$ cat src/sv/balance_pid_with_cutoff_unit_defines.svh
// ----------------------------------------------------------------------------
// Assertion macros for the balance PID block.
// Checks run on clk and are held off while arst_n is low.
// ----------------------------------------------------------------------------
`ifndef BALANCE_PID_WITH_CUTOFF_UNIT_DEFINES_SVH
`define BALANCE_PID_WITH_CUTOFF_UNIT_DEFINES_SVH

`ifndef NO_ASSERTIONS

// property holds at every edge
`define BPC_ASSERT_ALWAYS(lbl, expr) \
	lbl: assert property (@(posedge clk) disable iff (!arst_n) (expr)) \
		else $error("bpc check failed");

// same-cycle implication
`define BPC_ASSERT_IMP(lbl, ante, cons) \
	lbl: assert property (@(posedge clk) disable iff (!arst_n) (ante) |-> (cons)) \
		else $error("bpc check failed");

// next-cycle implication
`define BPC_ASSERT_NEXT(lbl, ante, cons) \
	lbl: assert property (@(posedge clk) disable iff (!arst_n) (ante) |=> (cons)) \
		else $error("bpc check failed");

`else

`define BPC_ASSERT_ALWAYS(lbl, expr)
`define BPC_ASSERT_IMP(lbl, ante, cons)
`define BPC_ASSERT_NEXT(lbl, ante, cons)

`endif

`endif

$ cat src/sv/bpc_pkg.sv
// ----------------------------------------------------------------------------
// bpc_pkg
// Shared widths, codes and the controller-to-datapath command word.
// ----------------------------------------------------------------------------
package bpc_pkg;

	// fixed point: angles and outputs carry this many fraction bits
	localparam int FRAC_BITS = 7;

	// port widths
	localparam int TILT_W = 16;
	localparam int SP_W   = 14;
	localparam int GAIN_W = 16;
	localparam int OUT_W  = 15;
	localparam int DIR_W  = 2;
	localparam int DUTY_W = 7;
	localparam int CFG_W  = 16;
	localparam int IDX_W  = 2;

	// configuration register indexes
	localparam logic [IDX_W-1:0] REG_SETPOINT = 2'd0;
	localparam logic [IDX_W-1:0] REG_GAIN_P   = 2'd1;
	localparam logic [IDX_W-1:0] REG_GAIN_I   = 2'd2;
	localparam logic [IDX_W-1:0] REG_GAIN_D   = 2'd3;

	// reset values of the gains (Q8.8)
	localparam logic [GAIN_W-1:0] GAIN_P_RST = 16'd1792;
	localparam logic [GAIN_W-1:0] GAIN_I_RST = 16'd77;
	localparam logic [GAIN_W-1:0] GAIN_D_RST = 16'd13;

	// shared multiplier operand selection
	localparam logic [1:0] MUL_ADJ = 2'd0;
	localparam logic [1:0] MUL_I   = 2'd1;
	localparam logic [1:0] MUL_P   = 2'd2;
	localparam logic [1:0] MUL_D   = 2'd3;

	// motor direction codes
	localparam logic [DIR_W-1:0] DIR_STOP = 2'd0;
	localparam logic [DIR_W-1:0] DIR_NEG  = 2'd1;
	localparam logic [DIR_W-1:0] DIR_POS  = 2'd2;

	// command word from the sequencer
	typedef struct packed {
		logic       load;      // capture the input word
		logic       err_init;  // err = tilt - setpoint
		logic       err_adj;   // add output feedback term to err
		logic       mul_en;    // register a new product
		logic [1:0] mul_sel;   // operand pair for the product
		logic       integ_en;  // update clamped integral
		logic       acc_en;    // P term plus integral
		logic       finish;    // commit state and result
	} bpc_cmd_t;

endpackage

$ cat src/sv/bpc_ctrl.sv
// ----------------------------------------------------------------------------
// bpc_ctrl
// Sequencer: steps one sample through the shared multiplier and owns the
// handshakes on both channels.
// ----------------------------------------------------------------------------
module bpc_ctrl (
	input  logic              clk,
	input  logic              arst_n,
	input  logic              in_valid,
	output logic              in_stall,
	output logic              out_valid,
	input  logic              out_stall,
	output bpc_pkg::bpc_cmd_t cmd
);
	import bpc_pkg::*;

	localparam logic [2:0] S_IDLE  = 3'd0;
	localparam logic [2:0] S_ERR   = 3'd1;
	localparam logic [2:0] S_ADJ   = 3'd2;
	localparam logic [2:0] S_MUL_I = 3'd3;
	localparam logic [2:0] S_INT   = 3'd4;
	localparam logic [2:0] S_ACC   = 3'd5;
	localparam logic [2:0] S_FIN   = 3'd6;

	logic [2:0] state_q;
	logic [2:0] state_d;
	logic       out_valid_q;
	logic       out_free;

	// result register may be reloaded when empty or being taken
	assign out_free  = !out_valid_q || !out_stall;
	assign in_stall  = (state_q != S_IDLE);
	assign out_valid = out_valid_q;

	// next state and commands
	always_comb begin
		state_d = state_q;
		cmd     = '0;
		unique case (state_q)
			S_IDLE: begin
				if (in_valid) begin
					cmd.load = 1'b1;
					state_d  = S_ERR;
				end
			end
			S_ERR: begin
				cmd.err_init = 1'b1;
				cmd.mul_en   = 1'b1;
				cmd.mul_sel  = MUL_ADJ;
				state_d      = S_ADJ;
			end
			S_ADJ: begin
				cmd.err_adj = 1'b1;
				state_d     = S_MUL_I;
			end
			S_MUL_I: begin
				cmd.mul_en  = 1'b1;
				cmd.mul_sel = MUL_I;
				state_d     = S_INT;
			end
			S_INT: begin
				cmd.integ_en = 1'b1;
				cmd.mul_en   = 1'b1;
				cmd.mul_sel  = MUL_P;
				state_d      = S_ACC;
			end
			S_ACC: begin
				cmd.acc_en  = 1'b1;
				cmd.mul_en  = 1'b1;
				cmd.mul_sel = MUL_D;
				state_d     = S_FIN;
			end
			S_FIN: begin
				if (out_free) begin
					cmd.finish = 1'b1;
					state_d    = S_IDLE;
				end
			end
			default: begin
				state_d = S_IDLE;
			end
		endcase
	end

	// state and output valid
	always_ff @(posedge clk or negedge arst_n) begin
		if (!arst_n) begin
			state_q     <= S_IDLE;
			out_valid_q <= 1'b0;
		end else begin
			state_q <= state_d;
			if (cmd.finish) begin
				out_valid_q <= 1'b1;
			end else if (!out_stall) begin
				out_valid_q <= 1'b0;
			end
		end
	end

endmodule

$ cat src/sv/bpc_dp.sv
// ----------------------------------------------------------------------------
// bpc_dp
// Datapath: configuration registers, controller state, one shared
// multiplier and the clamp / dead band / drive logic.
// ----------------------------------------------------------------------------
`include "balance_pid_with_cutoff_unit_defines.svh"

module bpc_dp (
	input  logic                                   clk,
	input  logic                                   arst_n,
	input  bpc_pkg::bpc_cmd_t                      cmd,
	input  logic                                   cfg_we,
	input  logic [bpc_pkg::IDX_W-1:0]              cfg_idx,
	input  logic [bpc_pkg::CFG_W-1:0]              cfg_wdata,
	input  logic signed [bpc_pkg::TILT_W-1:0]      tilt_angle,
	output logic signed [bpc_pkg::OUT_W-1:0]       control_value,
	output logic [bpc_pkg::DIR_W-1:0]              drive_dir,
	output logic [bpc_pkg::DUTY_W-1:0]             drive_duty,
	output logic                                   fallen
);
	import bpc_pkg::*;

	localparam int ERR_W   = 18;
	localparam int DIFF_W  = ERR_W + 1;
	localparam int MA_W    = GAIN_W + 1;
	localparam int PROD_W  = MA_W + DIFF_W;
	localparam int GSHIFT  = 8;
	localparam int ASHIFT  = 16;
	localparam int SH_W    = PROD_W - GSHIFT;
	localparam int ACC_W   = 30;

	localparam logic signed [MA_W-1:0]   ADJ_COEF = 17'sd983;   // 0.015 in Q16
	localparam logic signed [ACC_W-1:0]  LIM      = ACC_W'(100 << FRAC_BITS);
	localparam logic signed [ACC_W-1:0]  DEAD     = ACC_W'(10 << FRAC_BITS);
	localparam logic signed [OUT_W-1:0]  BIG_OUT  = OUT_W'(5 << FRAC_BITS);
	localparam logic signed [TILT_W-1:0] CUTOFF   = TILT_W'(40 << FRAC_BITS);

	// configuration
	logic signed [SP_W-1:0]   setpoint_q;
	logic [GAIN_W-1:0]        gain_p_q;
	logic [GAIN_W-1:0]        gain_i_q;
	logic [GAIN_W-1:0]        gain_d_q;

	// working registers
	logic signed [TILT_W-1:0] tilt_q;
	logic signed [ERR_W-1:0]  err_q;
	logic signed [PROD_W-1:0] prod_q;
	logic signed [OUT_W-1:0]  integ_q;
	logic signed [ACC_W-1:0]  acc_q;

	// controller state
	logic signed [OUT_W-1:0]  prev_out_q;
	logic signed [OUT_W-1:0]  integral_q;
	logic signed [ERR_W-1:0]  prev_err_q;
	logic                     halted_q;
	logic [DIR_W-1:0]         held_dir_q;
	logic [DUTY_W-1:0]        held_duty_q;

	logic signed [MA_W-1:0]   mul_a;
	logic signed [DIFF_W-1:0] mul_b;
	logic signed [DIFF_W-1:0] err_diff;
	logic signed [ACC_W-1:0]  prod_sh;
	logic signed [ACC_W-1:0]  integ_sum;
	logic signed [ACC_W-1:0]  integ_clamped;
	logic signed [ACC_W-1:0]  fin_sum;
	logic signed [ACC_W-1:0]  fin_clamped;
	logic signed [OUT_W-1:0]  fin_res;
	logic [OUT_W-1:0]         fin_mag;
	logic                     big_out;
	logic                     cutoff;
	logic                     halt_next;

	function automatic logic signed [ACC_W-1:0] clamp_lim(input logic signed [ACC_W-1:0] v);
		logic signed [ACC_W-1:0] r;
		r = v;
		if (v > LIM) begin
			r = LIM;
		end else if (v < -LIM) begin
			r = -LIM;
		end
		return r;
	endfunction

	// configuration writes
	always_ff @(posedge clk or negedge arst_n) begin
		if (!arst_n) begin
			setpoint_q <= '0;
			gain_p_q   <= GAIN_P_RST;
			gain_i_q   <= GAIN_I_RST;
			gain_d_q   <= GAIN_D_RST;
		end else if (cfg_we) begin
			unique case (cfg_idx)
				REG_SETPOINT: setpoint_q <= $signed(cfg_wdata[SP_W-1:0]);
				REG_GAIN_P:   gain_p_q   <= cfg_wdata;
				REG_GAIN_I:   gain_i_q   <= cfg_wdata;
				REG_GAIN_D:   gain_d_q   <= cfg_wdata;
				default: ;
			endcase
		end
	end

	// multiplier operands
	assign err_diff = $signed({err_q[ERR_W-1], err_q}) - $signed({prev_err_q[ERR_W-1], prev_err_q});

	always_comb begin
		unique case (cmd.mul_sel)
			MUL_ADJ: begin
				mul_a = ADJ_COEF;
				mul_b = $signed({{(DIFF_W-OUT_W){prev_out_q[OUT_W-1]}}, prev_out_q});
			end
			MUL_I: begin
				mul_a = $signed({1'b0, gain_i_q});
				mul_b = $signed({err_q[ERR_W-1], err_q});
			end
			MUL_P: begin
				mul_a = $signed({1'b0, gain_p_q});
				mul_b = $signed({err_q[ERR_W-1], err_q});
			end
			MUL_D: begin
				mul_a = $signed({1'b0, gain_d_q});
				mul_b = err_diff;
			end
			default: begin
				mul_a = '0;
				mul_b = '0;
			end
		endcase
	end

	// floor(product / 256), sign extended
	assign prod_sh = $signed({{(ACC_W-SH_W){prod_q[PROD_W-1]}}, prod_q[PROD_W-1:GSHIFT]});

	// integral update
	assign integ_sum = $signed({{(ACC_W-OUT_W){integral_q[OUT_W-1]}}, integral_q}) + prod_sh;
	assign integ_clamped = clamp_lim(integ_sum);

	// final sum, clamp and dead band
	assign fin_sum     = acc_q + prod_sh;
	assign fin_clamped = clamp_lim(fin_sum);
	assign halt_next   = halted_q || cutoff;

	always_comb begin
		if (halt_next || ((fin_clamped < DEAD) && (fin_clamped > -DEAD))) begin
			fin_res = '0;
		end else begin
			fin_res = fin_clamped[OUT_W-1:0];
		end
	end

	assign fin_mag = fin_res[OUT_W-1] ? OUT_W'(-fin_res) : OUT_W'(fin_res);

	assign big_out = (prev_out_q > BIG_OUT) || (prev_out_q < -BIG_OUT);
	assign cutoff  = (tilt_q > CUTOFF) || (tilt_q < -CUTOFF);

	// working registers
	always_ff @(posedge clk) begin
		if (cmd.load) begin
			tilt_q <= tilt_angle;
		end
		if (cmd.err_init) begin
			err_q <= $signed({{(ERR_W-TILT_W){tilt_q[TILT_W-1]}}, tilt_q})
				- $signed({{(ERR_W-SP_W){setpoint_q[SP_W-1]}}, setpoint_q});
		end else if (cmd.err_adj && big_out) begin
			err_q <= err_q + $signed(prod_q[ASHIFT+ERR_W-1:ASHIFT]);
		end
		if (cmd.mul_en) begin
			prod_q <= PROD_W'(mul_a * mul_b);
		end
		if (cmd.integ_en) begin
			integ_q <= integ_clamped[OUT_W-1:0];
		end
		if (cmd.acc_en) begin
			acc_q <= prod_sh + $signed({{(ACC_W-OUT_W){integ_q[OUT_W-1]}}, integ_q});
		end
	end

	// controller state, committed once per sample
	always_ff @(posedge clk or negedge arst_n) begin
		if (!arst_n) begin
			prev_out_q  <= '0;
			integral_q  <= '0;
			prev_err_q  <= '0;
			halted_q    <= 1'b0;
			held_dir_q  <= DIR_STOP;
			held_duty_q <= '0;
		end else if (cmd.finish) begin
			prev_out_q <= fin_res;
			prev_err_q <= err_q;
			halted_q   <= halt_next;
			integral_q <= halt_next ? '0 : integ_q;
			if (halt_next) begin
				held_dir_q  <= DIR_STOP;
				held_duty_q <= '0;
			end else if (fin_res != '0) begin
				held_dir_q  <= fin_res[OUT_W-1] ? DIR_NEG : DIR_POS;
				held_duty_q <= fin_mag[FRAC_BITS+DUTY_W-1:FRAC_BITS];
			end
		end
	end

	// result word is the committed state
	assign control_value = prev_out_q;
	assign drive_dir     = held_dir_q;
	assign drive_duty    = held_duty_q;
	assign fallen        = halted_q;

	`BPC_ASSERT_ALWAYS(a_integ_in_range, (integral_q <= OUT_W'(LIM)) && (integral_q >= -OUT_W'(LIM)))
	`BPC_ASSERT_IMP(a_halt_zeroes, halted_q, (prev_out_q == '0) && (integral_q == '0) && (held_dir_q == DIR_STOP) && (held_duty_q == '0))
	`BPC_ASSERT_NEXT(a_halt_latches, halted_q, halted_q)
	`BPC_ASSERT_IMP(a_pos_drive, prev_out_q > 0, (held_dir_q == DIR_POS) && (held_duty_q == prev_out_q[FRAC_BITS+DUTY_W-1:FRAC_BITS]))

endmodule

$ cat src/sv/balance_pid_with_cutoff_unit.sv
// ----------------------------------------------------------------------------
// balance_pid_with_cutoff_unit
// PID balance controller with integral clamp, dead band and tilt cutoff.
// One tilt sample word in on the input channel, one result word out: the
// clamped output, motor direction, integer duty and the halt flag.
// The configuration port writes setpoint and gains; write it while idle.
// The sequencer issues four products through one shared 17 x 19
// multiplier, each registered before use, and takes a new sample only
// after the last one is committed.
// Reset clears the controller state and halt, loads default gains and
// leaves no result pending. While out_stall holds the pending result, the
// block still takes the next sample and runs it up to the final step,
// where it waits until the result register is free.
// Once the tilt exceeds the cutoff, the halt holds until reset.
// ----------------------------------------------------------------------------
module balance_pid_with_cutoff_unit (
	input  logic                              clk,
	input  logic                              arst_n,
	input  logic                              cfg_we,
	input  logic [bpc_pkg::IDX_W-1:0]         cfg_idx,
	input  logic [bpc_pkg::CFG_W-1:0]         cfg_wdata,
	input  logic                              in_valid,
	output logic                              in_stall,
	input  logic signed [bpc_pkg::TILT_W-1:0] tilt_angle,
	output logic                              out_valid,
	input  logic                              out_stall,
	output logic signed [bpc_pkg::OUT_W-1:0]  control_value,
	output logic [bpc_pkg::DIR_W-1:0]         drive_dir,
	output logic [bpc_pkg::DUTY_W-1:0]        drive_duty,
	output logic                              fallen
);
	import bpc_pkg::*;

	bpc_cmd_t cmd;

	// sequencer
	bpc_ctrl u_ctrl (
		.clk       (clk),
		.arst_n    (arst_n),
		.in_valid  (in_valid),
		.in_stall  (in_stall),
		.out_valid (out_valid),
		.out_stall (out_stall),
		.cmd       (cmd)
	);

	// datapath
	bpc_dp u_dp (
		.clk           (clk),
		.arst_n        (arst_n),
		.cmd           (cmd),
		.cfg_we        (cfg_we),
		.cfg_idx       (cfg_idx),
		.cfg_wdata     (cfg_wdata),
		.tilt_angle    (tilt_angle),
		.control_value (control_value),
		.drive_dir     (drive_dir),
		.drive_duty    (drive_duty),
		.fallen        (fallen)
	);

endmodule
$ cat config.mk
export PLATFORM = sky130hd
export DESIGN_NAME = balance_pid_with_cutoff_unit
export DESIGN_NICKNAME = d
export VERILOG_FILES = /design/src/sv/bpc_pkg.sv /design/src/sv/bpc_ctrl.sv /design/src/sv/bpc_dp.sv /design/src/sv/balance_pid_with_cutoff_unit.sv
export VERILOG_INCLUDE_DIRS = /design/src /design/src/sv
export SDC_FILE = /design/constraint.sdc
export NUM_CORES = 2
export LEC_CHECK = 0
export ABC_CLOCK_PERIOD_IN_PS = 9000
export BUFFER_PORTS_ARGS = -buffer_cell sky130_fd_sc_hd__buf_2
export CAP_MARGIN = 10
export CORE_MARGIN = 3
export CORE_UTILIZATION = 50
export DETAILED_ROUTE_END_ITERATION = 10
export PLACE_DENSITY_LB_ADDON = 0.3
export SKIP_LAST_GASP = 1
export SLEW_MARGIN = 25
export SYNTH_ARGS = -nofsm -noshare
export SYNTH_HDL_FRONTEND = slang
export SYNTH_SLANG_ARGS = --single-unit
$ cat constraint.sdc
create_clock -name clk -period 9 [get_ports clk]
set_input_delay 0 -clock clk [delete_from_list [all_inputs] [get_ports clk]]
set_output_delay 0 -clock clk [all_outputs]
set_load 0.02 [all_outputs]
Word level (Yosys, flattened, before mapping):

Cells that the tools add are included.

* add/subtract/negate cells: 7
* multiply operators: 1
* order comparisons: 10
* equal/unequal tests: 15
* muxes and demuxes: 29
* reduce and logical (&&, ||, !) cells: 24

Operators by type and width (number)
* 17-bit one-hot mux with 4 select lines: 1
* 30-bit 2-to-1 mux: 2
* 19-bit one-hot mux with 3 select lines: 1
* 15-bit 2-to-1 mux: 3
* 17-bit by 19-bit multiplier with 36-bit output: 1
* 18-bit 2-to-1 mux: 2
* 30-bit by 28-bit adder with 30-bit output: 1
* 30-bit by 12-bit > comparator with 1-bit output (second input constant): 1
* 30-bit by 15-bit > comparator with 1-bit output (second input constant): 1
* 30-bit by 12-bit less-than comparator with 1-bit output (second input constant): 1
* 30-bit by 15-bit less-than comparator with 1-bit output (second input constant): 1
* 15-bit by 28-bit adder with 29-bit output: 1
* 28-bit by 15-bit adder with 29-bit output: 1
* 29-bit by 15-bit > comparator with 1-bit output (second input constant): 1
* 29-bit by 15-bit less-than comparator with 1-bit output (second input constant): 1
* 3-bit one-hot mux with 7 select lines: 1
* 18-bit by 18-bit subtractor with 19-bit output: 1
* 18-bit adder: 1
* 16-bit by 14-bit subtractor with 17-bit output: 1
* 16-bit by 14-bit > comparator with 1-bit output (second input constant): 1
* 16-bit by 14-bit less-than comparator with 1-bit output (second input constant): 1
* 15-bit by 11-bit > comparator with 1-bit output (second input constant): 1
* 15-bit by 11-bit less-than comparator with 1-bit output (second input constant): 1
* 15-bit nonzero test: 1
* other kinds (23): 58

* bits in registers: 239
* word-level logic and storage cells: 104

Depth between registers and ports, before layout:

* depth in word-level cells: 12
* depth in mapped cells: 38
* gate-level depth less buffers: 38

By module:

Synthesis repeated with hierarchy kept, for this count alone.

* cell total of the unflattened synthesis: 3013
* area, all modules: 27579.0 µm²

Modules (own cells, without submodules)
* bpc_dp: instances 1, cells an instance 2983, area an instance 27326.2 µm²
* bpc_ctrl: instances 1, cells an instance 30, area an instance 252.7 µm²

Worst setup path after synthesis:

No wires, ideal clock.

* kind: register to register
* start point: register u_dp.err_q[0]
* end point: register u_dp.prod_q[34], data pin
* library setup time: 0.258 ns
* arrival: 9.215 ns
* data required time: 8.742 ns
* slack: -0.473 ns
* stages on the path, launching flop included: 36
* path buffers: 0
* cell sequence: edfxtp_1 inv_1 ha_1 inv_1 fa_1 a21o_1 a21oi_1 o21ai_0 a21oi_1 o21bai_1 a211oi_1 o31ai_1 and4_1 a2111oi_1 nor2b_1 nor2_1 fa_1 inv_1 fa_1 fa_1 fa_1 fa_1 fa_1 inv_1 ha_1 a21o_1 a21o_1 a221oi_1 o21a_1 a31oi_1 a221o_1 a31o_2 a41oi_1 nand2b_1 a21oi_1 xnor2_1

* cells in the longest elaborated chain, start to end: 3

Ends and longest elaborated chain
* from (decl): RTL line bpc_dp.sv:46 `logic signed [ERR_W-1:0] err_q;`
* from (signal assigned): RTL line bpc_dp.sv:161 `err_q <= $signed({{(ERR_W-TILT_W){tilt_q[TILT_W-1]}}, tilt_q})`
* from (signal assigned): RTL line bpc_dp.sv:164 `err_q <= err_q + $signed(prod_q[ASHIFT+ERR_W-1:ASHIFT]);`
* 18-bit by 18-bit subtractor with 19-bit output: RTL line bpc_dp.sv:103 `assign err_diff = $signed({err_q[ERR_W-1], err_q}) - $signed({prev_err_q[ERR_W-1], prev_err_q});`
* 19-bit one-hot mux with 3 select lines *: RTL line bpc_dp.sv:106 `unique case (cmd.mul_sel)`
* 17-bit by 19-bit multiplier with 36-bit output *: RTL line bpc_dp.sv:167 `prod_q <= PROD_W'(mul_a * mul_b);`
* to (signal assigned): RTL line bpc_dp.sv:167
* to (decl): RTL line bpc_dp.sv:47 `logic signed [PROD_W-1:0] prod_q;`

Mark *: on every way between the ends. The rest lies on a longest branch, timed or not.
A chain may end at the register's enable or synchronous reset.

Worst setup path in the final report:

* start point: register u_dp.err_q[0]
* end point: register u_dp.prod_q[32], data pin

The elaborated chain is that of the path after synthesis.

==> summary.txt <==
Run status
  • Status: finished, violations left
  • Failing checks: negative hold slack

Timing
  • RSZ-0062 raised after global routing: true
  • Fmax achieved: ~0.11 GHz
  • Worst slew pin tran: ~1.0 ns
  • Final setup vio count: 0
  • Setup WS post-layout: roughly 0.097 ns
  • Clock Skew: between 0.02 and 0.03 ns
  • Max Slew Vio Count: 0
  • Final Hold Vio Count: 1
  • Min Hold Slack: -0.00374 ns
  • Final min period: roughly 8.9 ns
  • Slew headroom: around 29%
  • Period utilization: 98.9%

Logic synthesis
  • Number of flops mapped to enable cells by yosys: between 100 and 150
  • Post-synth cell types: approximately 100
  • Seq/Total Area, Yosys: around 23%
  • Synth top area cells: fa_1, edfxtp_1, ha_1, dfrtp_1, inv_1
  • Top_reg_cell synth: dfrtp_1
  • Syn Area/Cell: between 9 and 10 um^2
  • Synth Instances: approximately 3000
  • Leading area contributor after synthesis: fa_1
  • Post-synth top area share: 22.7%
  • Net count after synthesis: between 3000 and 4000
  • Seq cells post-synth: 230
  • FFs w/ async S/R, synth: between 50% and 60%
  • Post-Syn Area: around 27000 um^2
  • YS warnings: 0

Global route
  • Vias in the first global route: ~24000
  • Largest net degree at the start of global routing: approximately 80
  • Grt total ovfl: 0
  • All-Layer GR Usage: roughly 29%
  • Initial antenna violation count: 0
  • First-pass GRT wire length: about 130000 um

Cells and area
  • Fillers: approximately 4600
  • Nets@finish: 3784
  • Most frequent cells in the layout: inv_1, nand2_1, fa_1
  • Area Growth Syn to Fin: 14.4%
  • N_diodes: 0
  • Post-route insts no fill: 3920
  • Commonest non-fill, non-tap cell in the layout: inv_1
  • Share of layout cells above drive strength 1: 15.1%
  • Post-Layout Inst Area: approximately 31000 um^2

Setup path
  • Crit path max fanout: 6
  • Crit path largest cell delay: about 0.6 ns
  • Delay-heaviest family, CP: adder cells
  • Kind of critical path: reg2reg
  • Data arrival, critical path: around 9 ns
  • Critical path required time: just over 9 ns
  • Reg-to-Reg Start: u_dp.err_q[0]$_DFFE_PP_
  • Most frequent cell on the critical path: fa_1
  • Slowest-stage cell, CP: fa_2
  • Worst Setup End Kind: flop
  • Crit start category: flop
  • Buf/Inv on CP: 7
  • Setup crit start: u_dp.err_q[0]$_DFFE_PP_

Placement
  • GP Congestion: 0.974
  • I/O Buffers: between 60 and 70
  • Pre-CTS WS: -0.366 ns
  • Hpwl dp: between 60000 and 70000 um
  • Placed Instances: approximately 3800
  • Post-DP Area: roughly 30000 um^2

Floorplanning
  • Initial Util: approximately half
  • Core area: ~54000 um^2
  • Die span in x: between 200 and 250 um
  • Num ports: between 60 and 70
  • Height of the die: between 200 and 250 um
  • FP Rows: 85
  • Die area: ~58000 um^2

Clock network
  • Worst-Skew Late Latency: about 0.56 ns
  • Clock transition at path regs: about 0.070 ns
  • Clk buf depth: 3
  • CTS tree: yes
  • CTS buffer count: 26
  • Clk root buf: clkbuf_16
  • H-tree depth: 1
  • Clock sink count: between 200 and 250

Run
  • Max Cap Violations: 0

Routing
  • Routed via count: between 20000 and 25000
  • ANT nets after route: 0
  • DRC Markers: 0
  • Drt pass-1 iters: 5
  • Vias per cell: 5.79
  • WL/cell: around 21 um
  • Iteration-0 DRC Markers: ~1600
  • Routed WL: around 83000 um

Min path
  • Hold/Removal Path Class: in2async
==> cell usage after synthesis (11+ instances only) <==
master    instances
a211oi_1         18
a21boi_0         14
a21o_1           36
a21oi_1         127
a22o_1           13
a22oi_1          11
a31oi_1          19
and2_1           36
and3_1           27
clkbuf_1         55
dfrtp_1         114
edfxtp_1        106
fa_1            311
ha_1            230
inv_1           464
mux2_2           59
mux2i_1          11
nand2_1         338
nand2b_1         42
nand3_1          63
nand4_1          21
nor2_1          209
nor2b_1          45
nor3_1           51
o211ai_1         17
o21a_1           30
o21ai_0         119
o31ai_1          18
or2_2            23
or3_1            24
xnor2_1          90
xor2_1           37
==> metrics by stage <==
stage / util [%] / setup TNS, ns
floorplan: - / 0
global placement: 54.6 / -1.38
detailed placement: 54.6 / -1.32
CTS: 57.2 / 0
global route: 58.1 / -0.572
finish: 58.1 / 0
==> final timing paths <==
check | slack (ns) | cells past startpoint | endpoint
worst min-delay path | -0.004 | 2 | u_dp.fallen$_DFFE_PN0P_
worst min register to register | 0.48 | 2 | u_dp.integral_q[12]$_DFFE_PN0P_
min in group clk | 0.04 | 4 | u_dp.setpoint_q[8]$_DFFE_PN0P_
worst max-delay path | 0.1 | 36 | u_dp.prod_q[32]$_DFFE_PN_
max in group asynchronous | 7.78 | 3 | u_dp.gain_d_q[15]$_DFFE_PN0P_
worst max register to register | 0.1 | 36 | u_dp.prod_q[32]$_DFFE_PN_
==> worst register-to-register path: cells and delay by family (launching register included) <==
| family | cells | cell delay, ns |
|---|---|---|
| xor gates and xnor gates | 1 | 0.09 |
| buffers and inverters | 7 | 0.62 |
| and+or+nand+nor | 3 | 0.49 |
| adders and majority gates | 9 | 3.74 |
| AOI/OAI and AO/OA | 16 | 3.29 |
| DFF | 1 | 0.42 |
==> cells by family (layout without fill, tap and decap cells) <==
group,count (synthesis),after routing,synth area share [%]
xor gates and xnor gates,127,127,4.05
AOI/OAI and AO/OA,533,533,13.1
adders and majority gates,541,541,33.1
muxes,72,72,2.93
buffers and inverters,534,778,7.42
DFF,230,230,22.9
and+or+nand+nor,943,943,16.4
==> flip-flops by register name, summed over array words and instances (netlist names), 16 cells and up <==
name	flops
u_dp.gain_p_q	16
u_dp.prod_q	28
u_dp.gain_d_q	16
u_dp.acc_q	29
u_dp.tilt_q	16
u_dp.gain_i_q	16
u_dp.prev_err_q	18
u_dp.err_q	18
==> final cells by class <==
class                      instances  area [um^2]  share of cell area [%]
inverter                         464         1740                    5.54
multi-input combinational       2216        19600                    62.3
tap                              696          871                    2.77
sequential                       230         6300                    20.0
clock buffer                      32          768                    2.44
clock inverter                    16          146                   0.466
timing repair buffer             266         2020                    6.42
==> layer usage <==
| metal | vias to the layer above | part of all wire [%] | GRT usage (%) |
|---|---|---|---|
| met5 | - | 0 | 0 |
| met2 | 729 | 50 | 51.2 |
| li1 | 10500 | - | - |
| met4 | 0 | 4.3 | 11.5 |
| met3 | 176 | 5.9 | 3.99 |
| met1 | 11300 | 40 | 36.1 |
==> repair_timing <==
action | in CTS | in global routing
endpoints found under the hold margin | 128 | 0
gates resized for setup | 21 | 78
buffers inserted | 10 | 13
pin swaps | 24 | 80
endpoints found under the setup margin | 6 | 12
hold buffers | 35 | 0
Power is left out: the tool's default activity adds up to more than one toggle a clock period on the data nets, which glitch-free logic cannot reach.
